[src/design/dtp_pkg.sv]
// ----------------------------------------------------------------------------
// dtp_pkg
// Shared constants, character classes and step control for the duration
// text parser.
// ----------------------------------------------------------------------------
`timescale 1ns / 1ps

package dtp_pkg;

  localparam int SECONDS_WIDTH_DEF = 32;
  localparam int TOTAL_WIDTH       = 32;

  localparam int SEC_PER_HOUR = 3600;
  localparam int SEC_PER_MIN  = 60;
  localparam int FIELD_MAX    = 59;
  localparam int FIELD_SAT    = 60;
  localparam int DIGIT_BASE   = 10;

  // Colon form phases: three per number (start, after sign, in digits),
  // then the two trailing-blank phases.
  localparam logic [3:0] CP_NUM0   = 4'd0;
  localparam logic [3:0] CP_SIGN0  = 4'd1;
  localparam logic [3:0] CP_DIG0   = 4'd2;
  localparam logic [3:0] CP_NUM1   = 4'd3;
  localparam logic [3:0] CP_SIGN1  = 4'd4;
  localparam logic [3:0] CP_DIG1   = 4'd5;
  localparam logic [3:0] CP_NUM2   = 4'd6;
  localparam logic [3:0] CP_SIGN2  = 4'd7;
  localparam logic [3:0] CP_DIG2   = 4'd8;
  localparam logic [3:0] CP_TRAIL3 = 4'd9;
  localparam logic [3:0] CP_TRAIL2 = 4'd10;

  // Unit form phases
  localparam logic [1:0] UP_START = 2'd0;
  localparam logic [1:0] UP_NUM   = 2'd1;
  localparam logic [1:0] UP_GAP   = 2'd2;

  localparam logic [7:0] CH_NUL   = 8'h00;
  localparam logic [7:0] CH_SPACE = 8'h20;
  localparam logic [7:0] CH_TAB   = 8'h09;
  localparam logic [7:0] CH_CR    = 8'h0d;
  localparam logic [7:0] CH_PLUS  = 8'h2b;
  localparam logic [7:0] CH_COMMA = 8'h2c;
  localparam logic [7:0] CH_MINUS = 8'h2d;
  localparam logic [7:0] CH_ZERO  = 8'h30;
  localparam logic [7:0] CH_NINE  = 8'h39;
  localparam logic [7:0] CH_COLON = 8'h3a;
  localparam logic [7:0] CH_UC_A  = 8'h41;
  localparam logic [7:0] CH_UC_Z  = 8'h5a;
  localparam logic [7:0] CH_LC_A  = 8'h61;
  localparam logic [7:0] CH_LC_H  = 8'h68;
  localparam logic [7:0] CH_LC_M  = 8'h6d;
  localparam logic [7:0] CH_LC_S  = 8'h73;
  localparam logic [7:0] CH_LC_Z  = 8'h7a;
  localparam logic [7:0] CASE_BIT = 8'h20;

  typedef struct packed {
    logic feed;    // byte goes into both trackers
    logic finish;  // last byte taken: snapshot and clear
  } dtp_step_t;

  function automatic logic is_blank(input logic [7:0] c);
    return (c == CH_SPACE) || ((c >= CH_TAB) && (c <= CH_CR));
  endfunction

  function automatic logic is_digit(input logic [7:0] c);
    return (c >= CH_ZERO) && (c <= CH_NINE);
  endfunction

  function automatic logic is_alpha(input logic [7:0] c);
    return ((c >= CH_LC_A) && (c <= CH_LC_Z)) || ((c >= CH_UC_A) && (c <= CH_UC_Z));
  endfunction

  function automatic logic [3:0] digit_val(input logic [7:0] c);
    logic [7:0] d;
    d = c - CH_ZERO;
    return d[3:0];
  endfunction

endpackage

[src/design/dtp_colon.sv]
// ----------------------------------------------------------------------------
// dtp_colon
// Tracks the H:M:S / M:S form one byte at a time and offers the state after
// the current byte for the end-of-string snapshot.
// ----------------------------------------------------------------------------
`timescale 1ns / 1ps

module dtp_colon #(
  parameter int SECONDS_WIDTH = dtp_pkg::SECONDS_WIDTH_DEF
) (
  input  logic                    clk,
  input  logic                    rst,
  input  dtp_pkg::dtp_step_t      step,
  input  logic [7:0]              char_byte,
  output logic [3:0]              phase_next,
  output logic [SECONDS_WIDTH:0]  first_next,
  output logic [6:0]              second_next,
  output logic [6:0]              third_next,
  output logic [2:0]              sign_next,
  output logic                    failed_next
);
  import dtp_pkg::*;

  localparam int AW = SECONDS_WIDTH + 5;
  localparam int FW = 10;
  localparam logic [AW-1:0] FIRST_CAP = AW'(1) << SECONDS_WIDTH;

  localparam logic [1:0] SUB_START  = 2'd0;
  localparam logic [1:0] SUB_SIGN   = 2'd1;
  localparam logic [1:0] SUB_DIGITS = 2'd2;
  localparam logic [1:0] SUB_TRAIL  = 2'd3;

  logic [3:0]             phase;
  logic [SECONDS_WIDTH:0] first;
  logic [6:0]             second;
  logic [6:0]             third;
  logic [2:0]             sign;
  logic                   failed;

  logic [1:0]             field;
  logic [1:0]             sub;
  logic [3:0]             dval;
  logic                   do_digit;
  logic [AW-1:0]          first_acc_w;
  logic [SECONDS_WIDTH:0] first_acc;
  logic [6:0]             field_sel;
  logic [FW-1:0]          field_acc_w;
  logic [6:0]             field_acc;

  always_comb begin
    unique case (phase)
      CP_NUM0:  begin field = 2'd0; sub = SUB_START;  end
      CP_SIGN0: begin field = 2'd0; sub = SUB_SIGN;   end
      CP_DIG0:  begin field = 2'd0; sub = SUB_DIGITS; end
      CP_NUM1:  begin field = 2'd1; sub = SUB_START;  end
      CP_SIGN1: begin field = 2'd1; sub = SUB_SIGN;   end
      CP_DIG1:  begin field = 2'd1; sub = SUB_DIGITS; end
      CP_NUM2:  begin field = 2'd2; sub = SUB_START;  end
      CP_SIGN2: begin field = 2'd2; sub = SUB_SIGN;   end
      CP_DIG2:  begin field = 2'd2; sub = SUB_DIGITS; end
      default:  begin field = 2'd0; sub = SUB_TRAIL;  end
    endcase
  end

  assign dval        = digit_val(char_byte);
  assign first_acc_w = AW'(first) * AW'(DIGIT_BASE) + AW'(dval);
  assign first_acc   = (first_acc_w > FIRST_CAP) ? FIRST_CAP[SECONDS_WIDTH:0]
                                                 : first_acc_w[SECONDS_WIDTH:0];
  assign field_sel   = (field == 2'd1) ? second : third;
  assign field_acc_w = FW'(field_sel) * FW'(DIGIT_BASE) + FW'(dval);
  assign field_acc   = (field_acc_w > FW'(FIELD_SAT)) ? 7'(FIELD_SAT) : field_acc_w[6:0];

  always_comb begin
    phase_next  = phase;
    first_next  = first;
    second_next = second;
    third_next  = third;
    sign_next   = sign;
    failed_next = failed;
    do_digit    = 1'b0;
    if (step.feed && !failed) begin
      unique case (sub)
        SUB_START: begin
          if (is_blank(char_byte)) begin
            phase_next = phase;
          end else if (char_byte == CH_PLUS || char_byte == CH_MINUS) begin
            if (char_byte == CH_MINUS) begin
              sign_next = sign | (3'(1) << field);
            end
            phase_next = phase + 4'd1;
          end else if (is_digit(char_byte)) begin
            do_digit   = 1'b1;
            phase_next = phase + 4'd2;
          end else begin
            failed_next = 1'b1;
          end
        end
        SUB_SIGN: begin
          if (is_digit(char_byte)) begin
            do_digit   = 1'b1;
            phase_next = phase + 4'd1;
          end else begin
            failed_next = 1'b1;
          end
        end
        SUB_DIGITS: begin
          if (is_digit(char_byte)) begin
            do_digit = 1'b1;
          end else if (char_byte == CH_COLON && field != 2'd2) begin
            phase_next = phase + 4'd1;
          end else if (is_blank(char_byte) && field != 2'd0) begin
            phase_next = (field == 2'd1) ? CP_TRAIL2 : CP_TRAIL3;
          end else begin
            failed_next = 1'b1;
          end
        end
        default: begin
          if (!is_blank(char_byte)) begin
            failed_next = 1'b1;
          end
        end
      endcase
    end
    if (do_digit) begin
      case (field)
        2'd0:    first_next  = first_acc;
        2'd1:    second_next = field_acc;
        default: third_next  = field_acc;
      endcase
    end
  end

  always_ff @(posedge clk) begin
    if (rst || step.finish) begin
      phase  <= CP_NUM0;
      first  <= '0;
      second <= '0;
      third  <= '0;
      sign   <= '0;
      failed <= 1'b0;
    end else begin
      phase  <= phase_next;
      first  <= first_next;
      second <= second_next;
      third  <= third_next;
      sign   <= sign_next;
      failed <= failed_next;
    end
  end

`ifndef SYNTHESIS
  a_clear_after_finish: assert property (@(posedge clk) disable iff (rst)
    step.finish |=> (phase == CP_NUM0 && !failed && sign == 3'd0))
    else $error("colon tracker not cleared after last beat");

  a_fields_saturate: assert property (@(posedge clk) disable iff (rst)
    (second <= 7'(FIELD_SAT)) && (third <= 7'(FIELD_SAT)))
    else $error("minute/second field beyond saturation");
`endif

endmodule

[src/design/dtp_unit.sv]
// ----------------------------------------------------------------------------
// dtp_unit
// Tracks the unit form (digit runs with optional h/m/s) and keeps a
// saturating running total in seconds.
// ----------------------------------------------------------------------------
`timescale 1ns / 1ps

module dtp_unit #(
  parameter int SECONDS_WIDTH = dtp_pkg::SECONDS_WIDTH_DEF
) (
  input  logic                    clk,
  input  logic                    rst,
  input  dtp_pkg::dtp_step_t      step,
  input  logic [7:0]              char_byte,
  output logic [1:0]              phase_next,
  output logic [SECONDS_WIDTH:0]  number_next,
  output logic [SECONDS_WIDTH:0]  total_next,
  output logic                    failed_next
);
  import dtp_pkg::*;

  localparam int AW = SECONDS_WIDTH + 5;
  localparam int TW = SECONDS_WIDTH + 14;
  localparam logic [AW-1:0] NUM_CAP   = AW'(1) << SECONDS_WIDTH;
  localparam logic [TW-1:0] TOTAL_CAP = TW'(1) << SECONDS_WIDTH;
  localparam logic [11:0]   MULT_H    = 12'(SEC_PER_HOUR);
  localparam logic [11:0]   MULT_M    = 12'(SEC_PER_MIN);
  localparam logic [11:0]   MULT_S    = 12'd1;

  logic [1:0]             phase;
  logic [SECONDS_WIDTH:0] number;
  logic [SECONDS_WIDTH:0] total;
  logic                   failed;

  logic [7:0]             lc;
  logic [AW-1:0]          num_acc_w;
  logic [SECONDS_WIDTH:0] num_acc;
  logic                   do_add;
  logic [11:0]            mult;
  logic [TW-1:0]          add_w;
  logic [SECONDS_WIDTH:0] total_add;

  assign lc        = char_byte | CASE_BIT;
  assign num_acc_w = AW'(number) * AW'(DIGIT_BASE) + AW'(digit_val(char_byte));
  assign num_acc   = (num_acc_w > NUM_CAP) ? NUM_CAP[SECONDS_WIDTH:0]
                                           : num_acc_w[SECONDS_WIDTH:0];
  assign add_w     = TW'(total) + TW'(number) * TW'(mult);
  assign total_add = (add_w > TOTAL_CAP) ? TOTAL_CAP[SECONDS_WIDTH:0]
                                         : add_w[SECONDS_WIDTH:0];

  always_comb begin
    phase_next  = phase;
    number_next = number;
    total_next  = total;
    failed_next = failed;
    do_add      = 1'b0;
    mult        = MULT_S;
    if (step.feed && !failed) begin
      unique case (phase)
        UP_NUM: begin
          if (is_digit(char_byte)) begin
            number_next = num_acc;
          end else if (is_alpha(char_byte)) begin
            phase_next = UP_GAP;
            if (lc == CH_LC_H) begin
              do_add = 1'b1;
              mult   = MULT_H;
            end else if (lc == CH_LC_M) begin
              do_add = 1'b1;
              mult   = MULT_M;
            end else if (lc == CH_LC_S) begin
              do_add = 1'b1;
            end else begin
              failed_next = 1'b1;
            end
          end else if (is_blank(char_byte) || char_byte == CH_COMMA) begin
            do_add     = 1'b1;
            phase_next = UP_GAP;
          end else begin
            failed_next = 1'b1;
          end
        end
        default: begin
          if (is_blank(char_byte) || (char_byte == CH_COMMA && phase == UP_GAP)) begin
            phase_next = phase;
          end else if (is_digit(char_byte)) begin
            number_next = (SECONDS_WIDTH + 1)'(digit_val(char_byte));
            phase_next  = UP_NUM;
          end else begin
            failed_next = 1'b1;
          end
        end
      endcase
    end
    if (do_add) begin
      total_next  = total_add;
      number_next = '0;
    end
  end

  always_ff @(posedge clk) begin
    if (rst || step.finish) begin
      phase  <= UP_START;
      number <= '0;
      total  <= '0;
      failed <= 1'b0;
    end else begin
      phase  <= phase_next;
      number <= number_next;
      total  <= total_next;
      failed <= failed_next;
    end
  end

`ifndef SYNTHESIS
  a_values_saturate: assert property (@(posedge clk) disable iff (rst)
    (number <= NUM_CAP[SECONDS_WIDTH:0]) && (total <= NUM_CAP[SECONDS_WIDTH:0]))
    else $error("unit number or total beyond saturation limit");
`endif

endmodule

[src/design/dtp_final.sv]
// ----------------------------------------------------------------------------
// dtp_final
// Holds the end-of-string snapshot of both trackers, picks the colon form
// over the unit form, range-checks the total and drives the result register.
// ----------------------------------------------------------------------------
`timescale 1ns / 1ps

module dtp_final #(
  parameter int SECONDS_WIDTH = dtp_pkg::SECONDS_WIDTH_DEF
) (
  input  logic                                clk,
  input  logic                                rst,
  input  dtp_pkg::dtp_step_t                  step,
  input  logic [3:0]                          colon_phase,
  input  logic [SECONDS_WIDTH:0]              colon_first,
  input  logic [6:0]                          colon_second,
  input  logic [6:0]                          colon_third,
  input  logic [2:0]                          colon_sign,
  input  logic                                colon_failed,
  input  logic [1:0]                          unit_phase,
  input  logic [SECONDS_WIDTH:0]              unit_number,
  input  logic [SECONDS_WIDTH:0]              unit_total,
  input  logic                                unit_failed,
  output logic                                snap_ready,
  output logic                                result_valid,
  input  logic                                result_stall,
  output logic                                parse_ok,
  output logic [dtp_pkg::TOTAL_WIDTH-1:0]     total_seconds
);
  import dtp_pkg::*;

  localparam int TW = (SECONDS_WIDTH + 14 > TOTAL_WIDTH) ? SECONDS_WIDTH + 14 : TOTAL_WIDTH;
  localparam int UW = SECONDS_WIDTH + 2;
  localparam logic [UW-1:0] UNIT_CAP = UW'(1) << SECONDS_WIDTH;

  logic                   snap_valid;
  logic [3:0]             cp;
  logic [SECONDS_WIDTH:0] ch;
  logic [6:0]             cm;
  logic [6:0]             cs;
  logic [2:0]             csg;
  logic                   cf;
  logic [1:0]             up;
  logic [SECONDS_WIDTH:0] un;
  logic [SECONDS_WIDTH:0] ut;
  logic                   uf;

  logic                   res_ready;
  logic                   nf2;
  logic                   nf3;
  logic                   neg;
  logic                   colon3;
  logic                   colon2;
  logic                   unit_have;
  logic [UW-1:0]          unit_sum;
  logic [SECONDS_WIDTH:0] unit_fin;
  logic [TW-1:0]          colon3_total;
  logic [TW-1:0]          colon2_total;
  logic [TW-1:0]          total;
  logic                   ok;

  assign res_ready  = !result_valid || !result_stall;
  assign snap_ready = !snap_valid || res_ready;

  always_ff @(posedge clk) begin
    if (rst) begin
      snap_valid <= 1'b0;
    end else if (step.finish) begin
      snap_valid <= 1'b1;
    end else if (res_ready) begin
      snap_valid <= 1'b0;
    end
  end

  always_ff @(posedge clk) begin
    if (step.finish) begin
      cp  <= colon_phase;
      ch  <= colon_first;
      cm  <= colon_second;
      cs  <= colon_third;
      csg <= colon_sign;
      cf  <= colon_failed;
      up  <= unit_phase;
      un  <= unit_number;
      ut  <= unit_total;
      uf  <= unit_failed;
    end
  end

  assign nf2 = (cp == CP_DIG1) || (cp == CP_TRAIL2);
  assign nf3 = (cp == CP_DIG2) || (cp == CP_TRAIL3);
  // a minus sign only matters on a nonzero value
  assign neg = (csg[0] && ch != '0) || (csg[1] && cm != '0) || (csg[2] && cs != '0);

  assign colon3 = !cf && nf3 && !neg && (cm <= 7'(FIELD_MAX)) && (cs <= 7'(FIELD_MAX));
  assign colon2 = !cf && nf2 && !neg && (cm <= 7'(FIELD_MAX));

  assign colon3_total = TW'(ch) * TW'(SEC_PER_HOUR) + TW'(cm) * TW'(SEC_PER_MIN) + TW'(cs);
  assign colon2_total = TW'(ch) * TW'(SEC_PER_MIN) + TW'(cm);

  // a digit run still open at the end counts as seconds
  assign unit_have = !uf && (up != UP_START);
  assign unit_sum  = UW'(ut) + UW'(un);
  assign unit_fin  = (up != UP_NUM)       ? ut :
                     (unit_sum > UNIT_CAP) ? UNIT_CAP[SECONDS_WIDTH:0] :
                                             unit_sum[SECONDS_WIDTH:0];

  always_comb begin
    if (colon3) begin
      total = colon3_total;
    end else if (colon2) begin
      total = colon2_total;
    end else if (unit_have) begin
      total = TW'(unit_fin);
    end else begin
      total = '0;
    end
  end

  assign ok = (total != '0) && (total[TW-1:SECONDS_WIDTH] == '0);

  always_ff @(posedge clk) begin
    if (rst) begin
      result_valid <= 1'b0;
    end else if (res_ready) begin
      result_valid <= snap_valid;
    end
  end

  always_ff @(posedge clk) begin
    if (res_ready && snap_valid) begin
      parse_ok      <= ok;
      total_seconds <= ok ? total[TOTAL_WIDTH-1:0] : '0;
    end
  end

`ifndef SYNTHESIS
  a_fail_zero_total: assert property (@(posedge clk) disable iff (rst)
    (result_valid && !parse_ok) |-> (total_seconds == '0))
    else $error("rejected string carries a nonzero total");
`endif

endmodule

[src/design/duration_text_parser.sv]
// ----------------------------------------------------------------------------
// duration_text_parser
// Takes a duration string one byte a beat and, on the byte marked last, gives
// one beat with a valid flag and the total in seconds. The colon form
// (H:M:S or M:S) and the unit form (runs such as 1h 30m 5s) are followed side
// by side, the colon form winning when both fit. One byte is taken every
// cycle unless the last byte is held back: each byte passes through an input
// register and updates both form trackers in the following cycle, and bytes
// before the last never wait on the result side. The tracker state after the
// last byte is copied into a snapshot register and from there into the result
// register; the last byte is held back only while the snapshot register is
// still occupied by a previous string. A zero byte ends the text early;
// everything up to the marked last byte is then ignored. Totals of zero or
// at or above 2^SECONDS_WIDTH are reported as failed with a zero total.
// ----------------------------------------------------------------------------
`timescale 1ns / 1ps

module duration_text_parser #(
  parameter int SECONDS_WIDTH = dtp_pkg::SECONDS_WIDTH_DEF
) (
  input  logic                            clk,
  input  logic                            rst,
  input  logic                            char_valid,
  output logic                            char_stall,
  input  logic [7:0]                      char_byte,
  input  logic                            last_byte,
  output logic                            result_valid,
  input  logic                            result_stall,
  output logic                            parse_ok,
  output logic [dtp_pkg::TOTAL_WIDTH-1:0] total_seconds
);
  import dtp_pkg::*;

  logic       in_valid;
  logic [7:0] in_byte;
  logic       in_last;
  logic       text_ended;
  logic       go;
  logic       snap_ready;
  dtp_step_t  step;

  logic [3:0]             c_phase;
  logic [SECONDS_WIDTH:0] c_first;
  logic [6:0]             c_second;
  logic [6:0]             c_third;
  logic [2:0]             c_sign;
  logic                   c_failed;
  logic [1:0]             u_phase;
  logic [SECONDS_WIDTH:0] u_number;
  logic [SECONDS_WIDTH:0] u_total;
  logic                   u_failed;

  // only the last byte needs room downstream
  assign go          = in_valid && (!in_last || snap_ready);
  assign char_stall  = in_valid && !go;
  assign step.feed   = go && !text_ended && (in_byte != CH_NUL);
  assign step.finish = go && in_last;

  always_ff @(posedge clk) begin
    if (rst) begin
      in_valid <= 1'b0;
    end else if (!char_stall) begin
      in_valid <= char_valid;
    end
  end

  always_ff @(posedge clk) begin
    if (char_valid && !char_stall) begin
      in_byte <= char_byte;
      in_last <= last_byte;
    end
  end

  always_ff @(posedge clk) begin
    if (rst || step.finish) begin
      text_ended <= 1'b0;
    end else if (go && in_byte == CH_NUL) begin
      text_ended <= 1'b1;
    end
  end

  dtp_colon #(.SECONDS_WIDTH(SECONDS_WIDTH)) u_colon (
    .clk         (clk),
    .rst         (rst),
    .step        (step),
    .char_byte   (in_byte),
    .phase_next  (c_phase),
    .first_next  (c_first),
    .second_next (c_second),
    .third_next  (c_third),
    .sign_next   (c_sign),
    .failed_next (c_failed)
  );

  dtp_unit #(.SECONDS_WIDTH(SECONDS_WIDTH)) u_unit (
    .clk         (clk),
    .rst         (rst),
    .step        (step),
    .char_byte   (in_byte),
    .phase_next  (u_phase),
    .number_next (u_number),
    .total_next  (u_total),
    .failed_next (u_failed)
  );

  dtp_final #(.SECONDS_WIDTH(SECONDS_WIDTH)) u_final (
    .clk           (clk),
    .rst           (rst),
    .step          (step),
    .colon_phase   (c_phase),
    .colon_first   (c_first),
    .colon_second  (c_second),
    .colon_third   (c_third),
    .colon_sign    (c_sign),
    .colon_failed  (c_failed),
    .unit_phase    (u_phase),
    .unit_number   (u_number),
    .unit_total    (u_total),
    .unit_failed   (u_failed),
    .snap_ready    (snap_ready),
    .result_valid  (result_valid),
    .result_stall  (result_stall),
    .parse_ok      (parse_ok),
    .total_seconds (total_seconds)
  );

`ifndef SYNTHESIS
  a_body_never_stalls: assert property (@(posedge clk) disable iff (rst)
    (in_valid && !in_last) |-> !char_stall)
    else $error("non-final byte held back");

  a_finish_clears_end: assert property (@(posedge clk) disable iff (rst)
    step.finish |=> !text_ended)
    else $error("end-of-text flag survived last beat");
`endif

endmodule
[config.mk]
export PLATFORM = sky130hd
export DESIGN_NAME = duration_text_parser
export DESIGN_NICKNAME = d
export VERILOG_FILES = /design/src/design/dtp_pkg.sv /design/src/design/dtp_colon.sv /design/src/design/dtp_unit.sv /design/src/design/dtp_final.sv /design/src/design/duration_text_parser.sv
export SDC_FILE = /design/constraint.sdc
export NUM_CORES = 2
export LEC_CHECK = 0
export BUFFER_PORTS_ARGS = -buffer_cell sky130_fd_sc_hd__buf_2
export CAP_MARGIN = 20
export CORE_AREA = 5 5 275 277
export CTS_BUF_LIST = sky130_fd_sc_hd__clkbuf_16
export DETAILED_ROUTE_END_ITERATION = 7
export DIE_AREA = 0 0 280 282
export PLACE_DENSITY = 0.76
export SKIP_CTS_REPAIR_TIMING = 1
export SYNTH_ARGS = -nofsm -noshare
export SYNTH_HDL_FRONTEND = slang
export SYNTH_SLANG_ARGS = --single-unit
[constraint.sdc]
create_clock -name clk -period 24.2 [get_ports clk]
set_input_delay 1.21 -clock clk [delete_from_list [all_inputs] [get_ports clk]]
set_output_delay 1.21 -clock clk [all_outputs]
set_load 0.01 [all_outputs]
== Word level (Yosys, flattened, before mapping) ==
Memory sizes are Yosys's and may differ from the RTL's. A register that Yosys moved wholly into a read port is not among the register bits.
Cells that the tools add are included.

* Logic and storage cells: 237
* Bits of input ports: 13
* Memories kept: 1
* Latch bits: 0
* Bits in read-only memories: 64
* Memory bits (writable): 0
* Bits in registers: 294
* Output and inout port bits: 35

* Reductions and logical operators: 68
* Div/mod/pow operators: 0
* Shifts and indexed selects: 1
* Mux-type cells: 86
* Bitwise operators: 1
* Eq/ne operators: 19
* Add/subtract/negate cells: 11
* Multipliers: 7
* Magnitude comparators: 15

{| class="wikitable"
|+ Memory list
! memory !! words !! width !! rd ports !! clocked after memory_dff !! wr ports !! line !! RTL
|-
| (name not given) || 16 || 4 || 1 || 1 || 0 || dtp_colon.sv:51 || <nowiki>unique case (phase)</nowiki>
|}

{| class="wikitable"
|+ Operator list
! kind !! number
|-
| 33-bit 2-to-1 mux || 15
|-
| 46-bit 2-to-1 mux || 2
|-
| 37-bit by 4-bit adder with 37-bit output || 2
|-
| 37-bit by 33-bit > comparator with 1-bit output (second input constant) || 2
|-
| 33-bit by 3-bit multiplier with 36-bit output (second input constant) || 2
|-
| 12-bit 2-to-1 mux || 5
|-
| 33-bit by 45-bit adder with 46-bit output || 1
|-
| 45-bit by 13-bit adder with 46-bit output || 1
|-
| 46-bit by 7-bit adder with 46-bit output || 1
|-
| 46-bit by 33-bit > comparator with 1-bit output (second input constant) || 1
|-
| 46-bit nonzero test || 1
|-
| 33-bit by 12-bit multiplier with 45-bit output || 1
|-
| 7-bit 2-to-1 mux || 6
|-
| 33-bit by 8-bit multiplier with 41-bit output (second input constant) || 1
|-
| 39-bit by 7-bit adder with 40-bit output || 1
|-
| 8-bit by 6-bit equality test with 1-bit output (second input constant) || 5
|-
| 33-bit by 4-bit multiplier with 37-bit output (second input constant) || 1
|-
| 4-bit 2-to-1 mux || 9
|-
| 33-bit by 33-bit adder with 34-bit output || 1
|-
| 34-bit by 33-bit > comparator with 1-bit output (second input constant) || 1
|-
| 33-bit nonzero test || 1
|-
| 1-bit 2-to-1 mux || 32
|-
| 1-bit logical AND || 29
|-
| 7-bit by 6-bit equality test with 1-bit output (second input constant) || 3
|-
| 37 further kinds || 84
|}

== Longest topological paths before layout ==
* Depth in word-level cells: 14
* Depth in mapped cells: 36
* Mapped depth without buffers: 33

== By module ==
Synthesis repeated with hierarchy kept, for this count alone.

* Cell total of the unflattened synthesis: 5454
* Area total of the unflattened synthesis: 44915.6 µm²

{| class="wikitable"
|+ By module, submodules not included
! module !! area each (µm²) !! times used !! cells each !! sequential area each (µm²)
|-
| dtp_final || 19819.0 || 1 || 2230 || 4754.6
|-
| dtp_unit || 18147.4 || 1 || 2311 || 1381.3
|-
| dtp_colon || 6548.8 || 1 || 888 || 1181.1
|-
| duration_text_parser || 400.4 || 1 || 25 || 310.3
|}

== Worst setup path after synthesis ==
Ideal clock, no wire load.

* Path type: input-to-reg
* From: in result_stall
* To: reg u_final.ut[3] (data pin)
* Path buffers: 2
* Arrival time: 8.884 ns
* Slack: 15.163 ns
* Required time: 24.047 ns
* Stages: 34
* Setup time: 0.153 ns
* Path through: nand4_1 > nand2_1 > or3_1 > nor2_1 > nand2_1 > nor2_1 > nor2_1 > clkbuf_1 > and2_1 > ha_1 > inv_1 > fa_1 > inv_1 > fa_1 > fa_1 > inv_1 > fa_1 > inv_1 > ha_1 > a21o_1 > a21o_1 > a2111oi_0 > o221a_2 > nand2_2 > a31o_1 > a21oi_1 > xor2_1 > and4bb_1 > nand4_1 > or4b_1 > o41ai_2 > nand3_1 > clkbuf_1 > o22ai_1

* Word-level cells in the longest chain between the ends: 14
* Elaborated cells on any way between the ends: 15
* Classes of those cells: add/sub: 1; mul: 1; order compare: 1; mux: 4; reduce/logical: 8

{| class="wikitable"
|+ Ends and longest elaborated chain
! element !! line !! RTL
|-
| from (decl) || duration_text_parser.sv:28 || <nowiki>input logic result_stall,</nowiki>
|-
| 1-bit zero test * || dtp_final.sv:62 || <nowiki>assign res_ready = !result_valid || !result_stall;</nowiki>
|-
| 1-bit logical OR * || dtp_final.sv:62 ||
|-
| 1-bit logical OR * || dtp_final.sv:63 || <nowiki>assign snap_ready = !snap_valid || res_ready;</nowiki>
|-
| 1-bit logical OR * || duration_text_parser.sv:54 || <nowiki>assign go = in_valid && (!in_last || snap_ready);</nowiki>
|-
| 1-bit logical AND * || duration_text_parser.sv:54 ||
|-
| 1-bit logical AND * (2 in series) || duration_text_parser.sv:56 || <nowiki>assign step.feed = go && !text_ended && (in_byte != CH_NUL);</nowiki>
|-
| 1-bit logical AND * || dtp_unit.sv:58 || <nowiki>if (step.feed && !failed) begin</nowiki>
|-
| 12-bit 2-to-1 mux || dtp_unit.sv:58 ||
|-
| 33-bit by 12-bit multiplier with 45-bit output || dtp_unit.sv:47 || <nowiki>assign add_w = TW'(total) + TW'(number) * TW'(mult);</nowiki>
|-
| 33-bit by 45-bit adder with 46-bit output || dtp_unit.sv:47 ||
|-
| 46-bit by 33-bit > comparator with 1-bit output || dtp_unit.sv:48 || <nowiki>assign total_add = (add_w > TOTAL_CAP) ? TOTAL_CAP[SECONDS_WIDTH:0]</nowiki>
|-
| 33-bit 2-to-1 mux || dtp_unit.sv:48 ||
|-
| 33-bit 2-to-1 mux * || dtp_unit.sv:95 || <nowiki>if (do_add) begin</nowiki>
|-
| via u_final.unit_total[3] || dtp_final.sv:22 || <nowiki>input logic [SECONDS_WIDTH:0] unit_total,</nowiki>
|-
| to (signal assigned) || dtp_final.sv:85 || <nowiki>ut <= unit_total;</nowiki>
|-
| to (decl) || dtp_final.sv:45 || <nowiki>logic [SECONDS_WIDTH:0] ut;</nowiki>
|}

The timed path passes the listed nets; every way through them passes the cells marked *.
A chain may end at the register's enable or synchronous reset.

== Worst setup path in the final report ==
* From: reg in_byte[0]
* To: reg u_unit.total[26]

* Word-level cells in the longest chain between the ends: 12
* Elaborated cells on any way between the ends: 42
* Classes of those cells: add/sub: 1; mul: 1; order compare: 9; eq/ne: 5; mux: 16; reduce/logical: 10

{| class="wikitable"
|+ Ends and longest elaborated chain
! element !! line !! RTL
|-
| from (decl) || duration_text_parser.sv:35 || <nowiki>logic [7:0] in_byte;</nowiki>
|-
| from (signal assigned) || duration_text_parser.sv:69 || <nowiki>in_byte <= char_byte;</nowiki>
|-
| 8-bit by 7-bit greater-or-equal comparator with 1-bit output (tied with other cells) || dtp_pkg.sv:71 || <nowiki>return ((c >= CH_LC_A) && (c <= CH_LC_Z)) || ((c >= CH_UC_A) && (c <= CH_UC_Z));</nowiki>
|-
| 1-bit logical AND or 6-bit 2-to-1 mux (tied branches) || dtp_pkg.sv:71, dtp_unit.sv:68 ||
|-
| 1-bit logical OR or 12-bit 2-to-1 mux (tied branches) || dtp_pkg.sv:71, dtp_unit.sv:65 ||
|-
| 12-bit 2-to-1 mux || dtp_unit.sv:63 || <nowiki>end else if (is_alpha(char_byte)) begin</nowiki>
|-
| 12-bit 2-to-1 mux || dtp_unit.sv:61 || <nowiki>if (is_digit(char_byte)) begin</nowiki>
|-
| 12-bit 2-to-1 mux || dtp_unit.sv:59 || <nowiki>unique case (phase)</nowiki>
|-
| 12-bit 2-to-1 mux || dtp_unit.sv:58 ||
|-
| 33-bit by 12-bit multiplier with 45-bit output || dtp_unit.sv:47 ||
|-
| 33-bit by 45-bit adder with 46-bit output || dtp_unit.sv:47 ||
|-
| 46-bit by 33-bit > comparator with 1-bit output || dtp_unit.sv:48 ||
|-
| 33-bit 2-to-1 mux || dtp_unit.sv:48 ||
|-
| 33-bit 2-to-1 mux * || dtp_unit.sv:95 ||
|-
| to (signal assigned) || dtp_unit.sv:110 || <nowiki>total <= total_next;</nowiki>
|-
| to (decl) || dtp_unit.sv:32 || <nowiki>logic [SECONDS_WIDTH:0] total;</nowiki>
|}

Every way passes the cells marked *; elsewhere a longest branch is shown, timed or not.

==> results.sh <==
export IMPL_status="finished, final reports clean"
export IMPL_dr_pass1_iters=6
export IMPL_power_density_nw_per_um2=35.99
export IMPL_postRouteAntennaNets=0
export IMPL_drt_total_wl_um=119400
export IMPL_synthFlopType="edfxtp_1"
export IMPL_wl_per_cell_um=19.79
export IMPL_worst_pin_slew_ps=1015
export IMPL_grt_usage_pct=29.19
export IMPL_final_area_um2=45360
export IMPL_synthTopCellsByCount="696 x inv_1, 577 x ha_1, 435 x nand2_1"
export IMPL_cts_tree="built"
export IMPL_setup_slack_ps=13890
export IMPL_dieArea_um2=78960
export IMPL_clkPwrFrac_pct=32.0
export IMPL_io_pin_count=48
export IMPL_vias_per_cell=6.123
export IMPL_slowest_delay_ps=760
export IMPL_first_global_vias=35380
export IMPL_vias=36930
export IMPL_relSlewSlack_pct=32.32
export IMPL_netlist_top_cells_area="ha_1 17%, fa_1 14%, edfxtp_1 12%"
export IMPL_grt_met3_usage_pct=4.562
export IMPL_use_met1_pct=39.95
export IMPL_switchingPower_uw=596.5
export IMPL_cp_end_kind="flip-flop"
export IMPL_dp_hpwl_um=98970
export IMPL_internal_power_mw=1.036
export IMPL_whs_ps=449.3
export IMPL_p_seq_share_pct=34.0
export IMPL_multiInputGateArea_um2=32360
export IMPL_drive_above_1_share_pct=4.771
export IMPL_ys_types=118
export IMPL_ir_worst_vdd_uv=60.04
export IMPL_post_route_min_period_ps=10310
export IMPL_die_height_um=282
export IMPL_ys_warn_count=0
export IMPL_cp_slowest_cell="edfxtp_1"
export IMPL_worstPathRequired_ps=24720
export IMPL_max_freq_ghz=0.09698
export IMPL_placed_area_um2=44240
export IMPL_worstPathArrival_ps=10830
export IMPL_crit_path_max_fanout=62
export IMPL_layout_nets=5941
export IMPL_fillerInstances=6377
export IMPL_overflow=0
export IMPL_p_total_mw=1.633
export IMPL_place_ws_ps=13730
export IMPL_seq_area_um2=7627
export IMPL_cts_clk_slew_worst_paths_ps=80
export IMPL_avgSynthCellArea_um2=8.453
export IMPL_busiest_layer="met2"
export IMPL_coreArea_um2=72590
export IMPL_yosysMostFrequentCell="inv_1"
export IMPL_portBuffers=47
export IMPL_ys_seq_elements=298
export IMPL_synth_seq_area_share_pct=17.61
export IMPL_synth_cells=5125
export IMPL_dpl_cell_count=5972
export IMPL_synthArstFlopShare_pct=0
export IMPL_htree_levels=1
export IMPL_numCtsBuffers=31
export IMPL_fin_util_pct=62.50
export IMPL_hold_viol=0
export IMPL_synth_edf_count=166
export IMPL_instances_no_fill=6032
export IMPL_yosysTopAreaCellShare_pct=16.67
export IMPL_die_x_um=280
export IMPL_fin_crit_sh_pct=42.61
export IMPL_rsz0062_at_grt="false"
export IMPL_p_leak_nw=21.35
export IMPL_path_class="reg -> reg"
export IMPL_slew_viol_final=0
export IMPL_cts_root_buf="clkbuf_16"
export IMPL_start_util_pct=59.68
export IMPL_swShare_pct=36.54
export IMPL_tns_ps=0
export IMPL_setup_viol=0
export IMPL_cap_violations=0
export IMPL_combPwrFrac_pct=34.0
export IMPL_yosysTopAreaCell="ha_1"
export IMPL_grt_pass1_wl_um=188300
export IMPL_hp_class="reg -> reg"
export IMPL_rows=99
export IMPL_insertion_delay_ps=640
export IMPL_syn_to_final_growth_pct=4.717
export IMPL_place_gp_congestion=1.036
export IMPL_drt_iter0_drc=2971
export IMPL_tritoncts_num_sinks=298
export IMPL_drc=0
export IMPL_syn_num_nets=6019
export IMPL_grt_max_degree=83
export IMPL_cp_start_kind="flip-flop"
export IMPL_fin_worst_skew_ps=46.89
export IMPL_met2_usage_pct=46.88
export IMPL_antenna_found_initial=1
export IMPL_syn_area_um2=43320
export IMPL_clk_path_buf_depth=3
## area by class of cell
| cell class | count | area share [%] |
|---|---|---|
| timing repair buffer | 76 | 1.015 |
| antenna | 1 | 0.005516 |
| tap | 959 | 2.645 |
| sequential | 298 | 16.81 |
| clock inverter | 27 | 0.7226 |
| clock buffer | 31 | 1.710 |
| multi-input combinational | 3944 | 71.33 |
| inverter | 696 | 5.759 |
## final timing paths
kind                          from               end  slack [ps]  depth (start not counted)
setup / recovery        in_byte[0]  u_unit.total[26]       13890                         36
setup reg to reg        in_byte[0]  u_unit.total[26]       13890                         36
hold reg to reg   u_unit.total[30]  u_unit.total[30]         450                          2
hold / removal    u_unit.total[30]  u_unit.total[30]         450                          2
## cells in the final DEF, fill, tap and decap left out, types with 43 or more instances in the layout
cell,count
and3_1,44
a21o_1,112
nand4_1,60
o21ai_0,228
a21oi_1,289
o22ai_1,43
inv_1,696
o31ai_1,53
nor3_1,87
and2_1,183
dfxtp_1,132
xnor2_1,203
ha_1,577
nor2_1,287
nand2_1,435
a211oi_1,43
nor2b_1,52
fa_1,304
edfxtp_1,166
buf_2,47
xor2_1,92
nand3_1,102
o21ai_1,51
## routing by layer
metal | share of wire (%) | vias to the layer above
li1 | - | 17780
met5 | 0.012 | -
met3 | 7.4 | 298
met2 | 44 | 1300
met4 | 4.8 | 2
met1 | 43 | 17550
## critical path: cells and delay by family (launching register included)
kind / cells / cell delay, ps
compound gates: 11 / 2950
fa+ha+maj: 6 / 2600
buf+inv: 8 / 1320
flops: 1 / 760
simple gates: 11 / 2540
## power by group through the flow
stage / clock network (mW) / logic [mW] / registers (mW)
CTS: 0.528 / 0.542 / 0.555
floorplan: 0 / 0.419 / 0.559
finish: 0.523 / 0.555 / 0.555
global route: 0.548 / 0.605 / 0.556
detailed placement: 0 / 0.537 / 0.566
global placement: 0 / 0.531 / 0.566
## registers in the layout (all words and copies together), names as in the netlist, 8 cells and up
signal and count:
u_colon.first 33, u_final.ch 33, u_final.un 33, u_final.ut 33, u_unit.number 33, u_unit.total 33
u_final.total_seconds 32, in_byte 8
## logic make-up after synthesis
kind of cell,count (synthesis),share of synthesized area (%)
AND/OR/NAND/NOR,1510,18.07
AO/OA/AOI/OAI,1235,19.26
buffers and inverters,883,7.816
adder cells (fa/ha/maj),881,30.71
flip-flops,298,17.61
XOR/XNOR,296,6.002
multiplexers,22,0.5343
(Power assumes the default switching activity.)
